--- config.mk ---
export PLATFORM = sky130hd
export DESIGN_NAME = wpb_norm
export DESIGN_NICKNAME = d
export VERILOG_FILES = /design/src/hdl/wpb_pkg.sv /design/src/hdl/wpb_norm.sv
export SDC_FILE = /design/constraint.sdc
export NUM_CORES = 2
export LEC_CHECK = 0
export BUFFER_PORTS_ARGS = -buffer_cell sky130_fd_sc_hd__buf_2
export CELL_PAD_IN_SITES_DETAIL_PLACEMENT = 1
export CELL_PAD_IN_SITES_GLOBAL_PLACEMENT = 2
export CORE_MARGIN = 5
export CORE_UTILIZATION = 45
export DETAILED_ROUTE_END_ITERATION = 12
export GPL_ROUTABILITY_DRIVEN = 0
export PLACE_DENSITY = 0.95
export SYNTH_ARGS = -nofsm -noshare
export SYNTH_HDL_FRONTEND = slang
export SYNTH_SLANG_ARGS = --single-unit
export TNS_END_PERCENT = 50
--- constraint.sdc ---
create_clock -name clk -period 28.2 [get_ports clk]
set_clock_uncertainty 0.15 [all_clocks]
set_input_delay 1.41 -clock clk [delete_from_list [all_inputs] [get_ports clk]]
set_output_delay 1.41 -clock clk [all_outputs]
set_load 0.05 [all_outputs]
--- src/hdl/wpb_pkg.sv ---
// Package for the weighted pose blend block: field widths, frame record type,
// controller and normalizer state types, and the normalizer result bundle.
// No dependencies.
package wpb_pkg;

    // Frames held per set; the sum widths below are sized for this count.
    localparam int MAX_FRAMES = 16;

    localparam int WEIGHT_W = 16;
    localparam int QUAT_W   = 16;
    localparam int TRANS_W  = 32;
    localparam int SCALE_W  = 16;
    localparam int TSUM_W   = 52;
    localparam int SSUM_W   = 37;
    localparam int RSUM_W   = 37;
    localparam int MAG_W    = 36;
    localparam int A_W      = 30;
    localparam int N2_W     = 62;
    localparam int NORM_W   = 32;
    localparam int NUM_W    = 47;
    localparam int QUO_W    = 17;
    localparam int DOT_W    = 34;
    localparam int SHIFT_W  = 4;
    localparam int ROUND_SH = 15;

    localparam logic signed [QUAT_W-1:0] QUAT_ONE = 16'sd32767;

    // One stored frame: weight and the four rotation components (x, y, z, w).
    typedef struct packed {
        logic [WEIGHT_W-1:0]          weight;
        logic [3:0][QUAT_W-1:0]       quat;
    } frame_t;

    typedef enum logic [2:0] {
        ST_LOAD,
        ST_READ,
        ST_DOT,
        ST_ACC,
        ST_NSTART,
        ST_NORM,
        ST_OUT
    } ctl_state_t;

    typedef enum logic [2:0] {
        NS_IDLE,
        NS_SHIFT,
        NS_SQ,
        NS_SQRT,
        NS_DIV
    } norm_state_t;

    // Result bundle handed from the normalizer to the controller.
    typedef struct packed {
        logic                   done;
        logic [3:0][QUAT_W-1:0] quat;
    } norm_res_t;

endpackage

--- src/hdl/wpb_norm.sv ---
// Iterative quaternion normalizer: range shift, sum of squares, bit-pair
// square root and restoring division per component. Uses wpb_pkg.
module wpb_norm (
    input  logic                               clk,
    input  logic                               rst_n,
    input  logic                               start,
    input  logic signed [wpb_pkg::RSUM_W-1:0]  rsum [4],
    output wpb_pkg::norm_res_t                 res
);

    wpb_pkg::norm_state_t          state_reg, state_next;
    logic [wpb_pkg::MAG_W-1:0]     mag_reg [4];
    logic [3:0]                    neg_reg;
    logic [wpb_pkg::SHIFT_W-1:0]   shift_reg, shift_next;
    logic [1:0]                    idx_reg, idx_next;
    logic [4:0]                    k_reg, k_next;
    logic [wpb_pkg::N2_W-1:0]      rem_reg, rem_next;
    logic [wpb_pkg::N2_W-1:0]      root_reg, root_next;
    logic [wpb_pkg::NORM_W-1:0]    nrm_reg, nrm_next;
    logic [wpb_pkg::NUM_W-1:0]     num_reg, num_next;
    logic [wpb_pkg::QUO_W-1:0]     q_reg, q_next;
    logic [wpb_pkg::QUAT_W-1:0]    quat_reg [4];
    logic [wpb_pkg::QUAT_W-1:0]    quat_val;
    logic                          quat_we;
    logic                          ident;
    logic                          done_next;
    logic                          done_reg;
    logic [wpb_pkg::A_W-1:0]       a_sel;
    logic [wpb_pkg::A_W-1:0]       a_nxt;
    logic                          too_big;

    // Shifted magnitudes of the current and the next component.
    assign a_sel = wpb_pkg::A_W'(mag_reg[idx_reg] >> shift_reg);
    assign a_nxt = wpb_pkg::A_W'(mag_reg[idx_reg + 2'd1] >> shift_reg);

    // Any component still at or above 2^30 after the current shift.
    always_comb
    begin
        logic [wpb_pkg::MAG_W-1:0] sh;
        too_big = 1'b0;
        for (int c = 0; c < 4; c++)
        begin
            sh = mag_reg[c] >> shift_reg;
            too_big = too_big | (|sh[wpb_pkg::MAG_W-1:wpb_pkg::A_W]);
        end
    end

    // Next state and datapath control.
    always_comb
    begin
        logic [wpb_pkg::N2_W-1:0] bitv;
        logic [wpb_pkg::N2_W-1:0] rb;
        logic [49:0]              ds;
        logic [wpb_pkg::QUO_W-1:0] qf;
        logic [14:0]              qs;
        state_next = state_reg;
        shift_next = shift_reg;
        idx_next   = idx_reg;
        k_next     = k_reg;
        rem_next   = rem_reg;
        root_next  = root_reg;
        nrm_next   = nrm_reg;
        num_next   = num_reg;
        q_next     = q_reg;
        quat_val   = '0;
        quat_we    = 1'b0;
        ident      = 1'b0;
        done_next  = 1'b0;
        bitv       = '0;
        rb         = '0;
        ds         = '0;
        qf         = '0;
        qs         = '0;
        case (state_reg)
            wpb_pkg::NS_IDLE:
            begin
                if (start)
                begin
                    shift_next = '0;
                    state_next = wpb_pkg::NS_SHIFT;
                end
            end
            wpb_pkg::NS_SHIFT:
            begin
                if (too_big)
                begin
                    shift_next = shift_reg + 1'b1;
                end
                else
                begin
                    idx_next   = '0;
                    rem_next   = '0;
                    state_next = wpb_pkg::NS_SQ;
                end
            end
            wpb_pkg::NS_SQ:
            begin
                rem_next = rem_reg + wpb_pkg::N2_W'(a_sel * a_sel);
                idx_next = idx_reg + 2'd1;
                if (idx_reg == 2'd3)
                begin
                    root_next  = '0;
                    k_next     = 5'd30;
                    state_next = wpb_pkg::NS_SQRT;
                end
            end
            wpb_pkg::NS_SQRT:
            begin
                bitv = wpb_pkg::N2_W'(1) << {k_reg, 1'b0};
                rb   = root_reg + bitv;
                if (rem_reg >= rb)
                begin
                    rem_next  = rem_reg - rb;
                    root_next = (root_reg >> 1) + bitv;
                end
                else
                begin
                    root_next = root_reg >> 1;
                end
                k_next = k_reg - 5'd1;
                if (k_reg == 5'd0)
                begin
                    nrm_next = root_next[wpb_pkg::NORM_W-1:0];
                    if (root_next == '0)
                    begin
                        ident      = 1'b1;
                        done_next  = 1'b1;
                        state_next = wpb_pkg::NS_IDLE;
                    end
                    else
                    begin
                        idx_next   = '0;
                        num_next   = {1'b0, a_sel, 16'b0}
                                     + wpb_pkg::NUM_W'(root_next[wpb_pkg::NORM_W-1:0]);
                        k_next     = 5'd16;
                        q_next     = '0;
                        state_next = wpb_pkg::NS_DIV;
                    end
                end
            end
            wpb_pkg::NS_DIV:
            begin
                ds = 50'({nrm_reg, 1'b0}) << k_reg;
                if (50'(num_reg) >= ds)
                begin
                    num_next = num_reg - wpb_pkg::NUM_W'(ds);
                    q_next   = q_reg | (wpb_pkg::QUO_W'(1) << k_reg);
                end
                k_next = k_reg - 5'd1;
                if (k_reg == 5'd0)
                begin
                    qf = q_next;
                    qs = (qf > wpb_pkg::QUO_W'(32767)) ? 15'h7FFF : qf[14:0];
                    quat_val = neg_reg[idx_reg] ? -{1'b0, qs} : {1'b0, qs};
                    quat_we  = 1'b1;
                    if (idx_reg == 2'd3)
                    begin
                        done_next  = 1'b1;
                        state_next = wpb_pkg::NS_IDLE;
                    end
                    else
                    begin
                        idx_next = idx_reg + 2'd1;
                        num_next = {1'b0, a_nxt, 16'b0} + wpb_pkg::NUM_W'(nrm_reg);
                        k_next   = 5'd16;
                        q_next   = '0;
                    end
                end
            end
            default:
            begin
                state_next = wpb_pkg::NS_IDLE;
            end
        endcase
    end

    // Control registers.
    always_ff @(posedge clk or negedge rst_n)
    begin
        if (!rst_n)
        begin
            state_reg <= wpb_pkg::NS_IDLE;
            done_reg  <= 1'b0;
        end
        else
        begin
            state_reg <= state_next;
            done_reg  <= done_next;
        end
    end

    // Datapath registers.
    always_ff @(posedge clk)
    begin
        shift_reg <= shift_next;
        idx_reg   <= idx_next;
        k_reg     <= k_next;
        rem_reg   <= rem_next;
        root_reg  <= root_next;
        nrm_reg   <= nrm_next;
        num_reg   <= num_next;
        q_reg     <= q_next;
        if (state_reg == wpb_pkg::NS_IDLE && start)
        begin
            for (int c = 0; c < 4; c++)
            begin
                neg_reg[c] <= rsum[c][wpb_pkg::RSUM_W-1];
                mag_reg[c] <= wpb_pkg::MAG_W'(rsum[c][wpb_pkg::RSUM_W-1] ?
                                              -rsum[c] : rsum[c]);
            end
        end
        if (ident)
        begin
            quat_reg[0] <= '0;
            quat_reg[1] <= '0;
            quat_reg[2] <= '0;
            quat_reg[3] <= wpb_pkg::QUAT_ONE;
        end
        else if (quat_we)
        begin
            quat_reg[idx_reg] <= quat_val;
        end
    end

    assign res.done = done_reg;
    always_comb
    begin
        for (int c = 0; c < 4; c++)
        begin
            res.quat[c] = quat_reg[c];
        end
    end

endmodule

== Yosys cells after proc, flatten, opt, wreduce, memory -nomap -nowiden ==
Memory sizes are Yosys's and may differ from the RTL's. A register that Yosys moved wholly into a read port is not among the register bits.
Index checks and enable logic that the tools add are counted.
Word-level totals
  RAM bits: 208
  memories: 2
  register bits after elaboration: 239
  output and inout port bits: 65
  logic and storage cells: 156
Operators by class
  multiply operators: 1
  magnitude comparators: 4
  shifts and indexed selects: 9
  equal/unequal tests: 15
  bitwise operators: 4
  mux-type cells: 72
  add/sub/neg operators: 15
  reduce and logical (&&, ||, !) cells: 23
Memory list
  mag_reg: depth 4, bits a word 36, rd ports 6, clocked after Yosys merged registers in 1, write ports 4, line wpb_norm.sv:12  | logic [wpb_pkg::MAG_W-1:0] mag_reg [4];
  quat_reg: depth 4, bits a word 16, rd ports 4, clocked after Yosys merged registers in 0, write ports 4, line wpb_norm.sv:22  | logic [wpb_pkg::QUAT_W-1:0] quat_reg [4];
Operator list (count)
  62-bit 2-to-1 mux: 5
  47-bit 2-to-1 mux: 5
  62-bit case mux with 3 select lines: 1
  36-bit 2-to-1 mux: 4
  36-bit negation: 4
  36-bit by 4-bit right shift with 36-bit output: 4
  62-bit case mux with 2 select lines: 1
  17-bit 2-to-1 mux: 6
  46-bit by 32-bit adder with 47-bit output: 2
  47-bit case mux with 2 select lines: 1
  36-bit by 4-bit right shift with 30-bit output: 2
  16-bit 2-to-1 mux: 4
  61-bit by 62-bit adder with 62-bit output: 1
  62-bit by 60-bit adder with 62-bit output: 1
  62-bit adder: 1
  62-bit greater-or-equal comparator: 1
  62-bit logical NOT: 1
  1-bit by 6-bit << shifter with 62-bit output, first input constant: 1
  62-bit subtractor: 1
  30-bit by 30-bit multiplier with 60-bit output: 1
  47-bit by 50-bit greater-or-equal comparator with 1-bit output: 1
  33-bit by 5-bit << shifter with 50-bit output: 1
  47-bit subtractor: 1
  17-bit case mux with 2 select lines: 1
  37 further kinds: 92

== Longest topological paths before layout ==
  depth after elaboration: 13
  mapped depth: 52
  depth with buffers taken out: 44

== Least setup slack after synthesis ==
Ideal clock, no wire load.
  kind: input to register
  start point: in start
  end point: mem mag_reg[0][0] in the netlist's numbering, enable pin
  path slack: 10.654 ns
  buffers on the path: 0
  library setup time: 1.073 ns
  cell stages on the path: 1
  data arrival time: 16.323 ns
  path through: nor4b_1
RTL lines
  start, declared: line wpb_norm.sv:6  | input logic start,
  end, declared: line wpb_norm.sv:12

== Worst setup path after layout ==
  start point: reg k_reg[0]
  end point: reg num_reg[37] in the netlist's numbering (data pin)
Between the ends
  longest elaborated chain between the ends: 9
  elaborated cells on any way between the ends: 17
  those cells by class: 4 x add/sub; 2 x order compare; 2 x shift; 8 x mux; 1 x reduce/logical
RTL lines
  start, declared: line wpb_norm.sv:16  | logic [4:0] k_reg, k_next;
  start signal, assigned: line wpb_norm.sv:197  | k_reg <= k_next;
  1-bit by 6-bit << shifter with 62-bit output: line wpb_norm.sv:109  | bitv = wpb_pkg::N2_W'(1) << {k_reg, 1'b0};
  62-bit adder: line wpb_norm.sv:110  | rb = root_reg + bitv;
  62-bit greater-or-equal comparator: line wpb_norm.sv:111  | if (rem_reg >= rb)
  62-bit 2-to-1 mux: line wpb_norm.sv:111
  62-bit 2-to-1 mux: line wpb_norm.sv:74  | case (state_reg)
  46-bit by 32-bit adder with 47-bit output: line wpb_norm.sv:134  | + wpb_pkg::NUM_W'(root_next[wpb_pkg::NORM_W-1:0]);
  47-bit 2-to-1 mux: line wpb_norm.sv:124  | if (root_next == '0)
  47-bit 2-to-1 mux: line wpb_norm.sv:121  | if (k_reg == 5'd0)
  47-bit case mux with 2 select lines *: line wpb_norm.sv:74
  via num_next, one bit: line wpb_norm.sv:20  | logic [wpb_pkg::NUM_W-1:0] num_reg, num_next;
  end signal, assigned: line wpb_norm.sv:201  | num_reg <= num_next;
  end, declared: line wpb_norm.sv:20
The timed path passes the listed nets; every way through them passes the cells marked *. The select of a mux whose other input is x is not followed.
A chain may end at the register's enable or synchronous reset.

==> results.cfg <==
[clock_network]
cts_buffers = 54
htree_levels = 2
clockBufferDepth = 3
holdBufCountCts = 0
root_buffer = clkbuf_16
post_cts_resized = 0
cts_tree = built
cts_sinks = 449
clkLatencyLatePin_ns = 0.71
postCtsSetupBuffers = 0
clk_pin_slew_ns = 0.06

[cells_and_area]
largest_register_ffs = 144
fin_nets = 8528
syn2layout_area_growth_pct = 7.59
drive_above_1_share = 0.0963

[global_routing]
antenna_found_initial = 7
grt_util_all_layers = 0.319
grt_max_degree = 91
overflow = 0
grt_pass1_wl_um = 375000
grt_pass1_vias = 61100

[critical_path]
end_kind = flop
max_stage_delay_ns = 0.63
cpMostUsedCell = o21ai_0
cp.required_ns = 28.45
reg2reg_from = k_reg[0]
criticalPathCategory = flop to flop
r2r_end = num_reg[37]
r2r_cells = 42
rrSetupSlack_ns = 14.47
crit_slowest_cell = clkinv_1
critPathArrivalTime_ns = 13.98
startpoint_type = flop
cp_max_fo = 46

[logic_synthesis]
synth_top_area_cell = fa_1
yosys_warnings = 0
netlist_instances = 7119
yosysTopAreaCellShare = 0.232
ys_types = 92
synth_seq_area_share = 0.205
syn_avg_cell_area_sq_um = 9.23
ys.flop_type = edfxtp_1
ys_ff_latch = 449
synth.area.top_cells = fa_1 23%, edfxtp_1 20%, ha_1 8.6%, inv_1 4.7%, nand2_1 4.3%
synth-edff-count = 443
syn-cell-area_sq_um = 65700
syn_nets = 8486
async_flop_share = 0.00891

[routing]
routed_wl_um = 247000
ant_nets = 0
drc = 0
post_drt_wl_per_cell_um = 27.1
drt_first_iter_violations = 4964
vias_per_cell = 6.19
dr.pass1.iters = 7
vias = 56500

[floorplan]
ios = 216
num_rows = 140
die_area_sq_um = 154000
die_h_um = 392
fp.coreArea_sq_um = 145000
die_x_um = 392
start_util = 0.452

[sta]
tns_ns = 0
final.min_clock_period_ns = 13.73
timing.final.crit_share = 0.487
rsz0062_at_grt = false
fmax_mhz = 72.8
max-slew-margin-rel = 0.128
setup_violations = 0
hold_viol = 0
drv_slew = 0
worst_pin_slew_ns = 1.30

[min_path]
hold_path_class = input pin to async pin

[place]
io_buffers = 215
dp_hpwl_um = 199000

[flow_run]
cap_violations = 0

[outcome]
status = complete, no violations
==> logic make-up (layout without fill, tap and decap cells) <==
| family | Yosys count | count (layout) | share of synthesized area |
|---|---|---|---|
| AOI/OAI and AO/OA | 1431 | 1431 | 0.139 |
| and+or+nand+nor | 2100 | 2100 | 0.145 |
| buffers and inverters | 1163 | 1247 | 0.0668 |
| muxes | 280 | 280 | 0.0622 |
| other | 0 | 4 | 0 |
| adders and majority gates | 1216 | 1216 | 0.319 |
| xor gates and xnor gates | 480 | 480 | 0.0640 |
| DFF | 449 | 449 | 0.205 |
==> critical path: cells and delay by family (launching register included) <==
family | cells | cell delay, ns
flip-flops | 1 | 0.32
AND/OR/NAND/NOR | 13 | 3.19
buffers and inverters | 4 | 2.09
adder cells (fa/ha/maj) | 5 | 1.68
AO/OA/AOI/OAI | 17 | 4.59
XOR/XNOR | 3 | 1.38
==> worst max-delay path by stage <==
| stage | startpoint | endpoint | slack (ns) | cells after the start |
|---|---|---|---|---|
| 5_1_grt | k_reg[0] | num_reg[37] | 13.90 | 42 |
| 2_1_floorplan | start | mag_reg[0][0] | 10.65 | 1 |
| 3_3_place_gp | k_reg[0] | num_reg[37] | 15.42 | 41 |
| 4_1_cts | k_reg[0] | num_reg[37] | 14.85 | 41 |
| 6_report | k_reg[0] | num_reg[37] | 14.47 | 42 |
| 3_5_place_dp | k_reg[0] | num_reg[37] | 14.95 | 41 |
==> metrics by stage <==
stage | instances | setup slack [ns] | area (sq um) | utilization | hold WS, ns
after global placement | 9022 | 15.42 | 68800 | 0.473 | 0.392
after detailed placement | 9022 | 14.95 | 68800 | 0.473 | 0.409
after floorplan | 7119 | 10.65 | 65700 | - | 0.376
final | 9124 | 14.47 | 70700 | 0.486 | 0.367
after global routing | 9121 | 13.90 | 70700 | 0.486 | 0.349
after CTS | 9120 | 14.85 | 70700 | 0.486 | 0.329
==> synthesized netlist by cell type, types with 68 or more instances <==
cell type,instances
inv_1,819
o22ai_1,68
a31oi_1,88
ha_1,454
edfxtp_1,443
xnor2_1,320
clkbuf_1,273
nand2_1,757
mux2i_1,109
o21ai_0,338
a21o_1,134
mux4_2,95
mux2_2,76
nand2b_1,92
xor2_1,160
nor3_1,89
nand3_1,89
a21oi_1,340
fa_1,762
nor2_1,664
==> cells in the final DEF, fill, tap and decap left out, types with 19 or more instances in the layout <==
| cell type | n |
|---|---|
| inv_1 | 815 |
| fa_1 | 762 |
| nand2_1 | 755 |
| nor2_1 | 662 |
| ha_1 | 453 |
| edfxtp_1 | 443 |
| a21oi_1 | 337 |
| o21ai_0 | 330 |
| xnor2_1 | 320 |
| buf_2 | 215 |
| xor2_1 | 160 |
| a21o_1 | 134 |
| mux2i_1 | 109 |
| buf_4 | 102 |
| mux4_2 | 95 |
| nand2b_1 | 91 |
| nand3_1 | 89 |
| nor3_1 | 89 |
| a31oi_1 | 87 |
| mux2_2 | 76 |
| o22ai_1 | 66 |
| or2_2 | 62 |
| o31ai_1 | 61 |
| or3_1 | 55 |
| clkbuf_16 | 54 |
| a211oi_1 | 53 |
| nand4_1 | 50 |
| and2_1 | 48 |
| o211ai_1 | 46 |
| nor2b_1 | 44 |
| nor4_1 | 39 |
| o21bai_1 | 39 |
| and3_1 | 32 |
| o21a_1 | 32 |
| or4_1 | 25 |
| o41ai_1 | 25 |
| a31o_2 | 19 |
| clkinv_1 | 19 |
==> area by class of cell <==
cell class	instances	area (sq um)
sequential	449	13400
timing repair buffer	317	1840
multi-input combinational	5507	48000
inverter	832	3120
clock inverter	38	510
clock buffer	60	1370
fill	16800	74700
antenna	4	10.0
tap	1917	2400
==> metal layers <==
layer | routed length (um) | vias up | GRT usage
met5 | 65 | - | 0
met2 | 115000 | 2481 | 0.526
met1 | 95200 | 28700 | 0.395
met4 | 16000 | 10 | 0.170
met3 | 20500 | 686 | 0.0649
li1 | - | 24500 | -
Power is not shown: default switching activity piles up to over one toggle a cycle in this logic, so the estimate is an artifact.
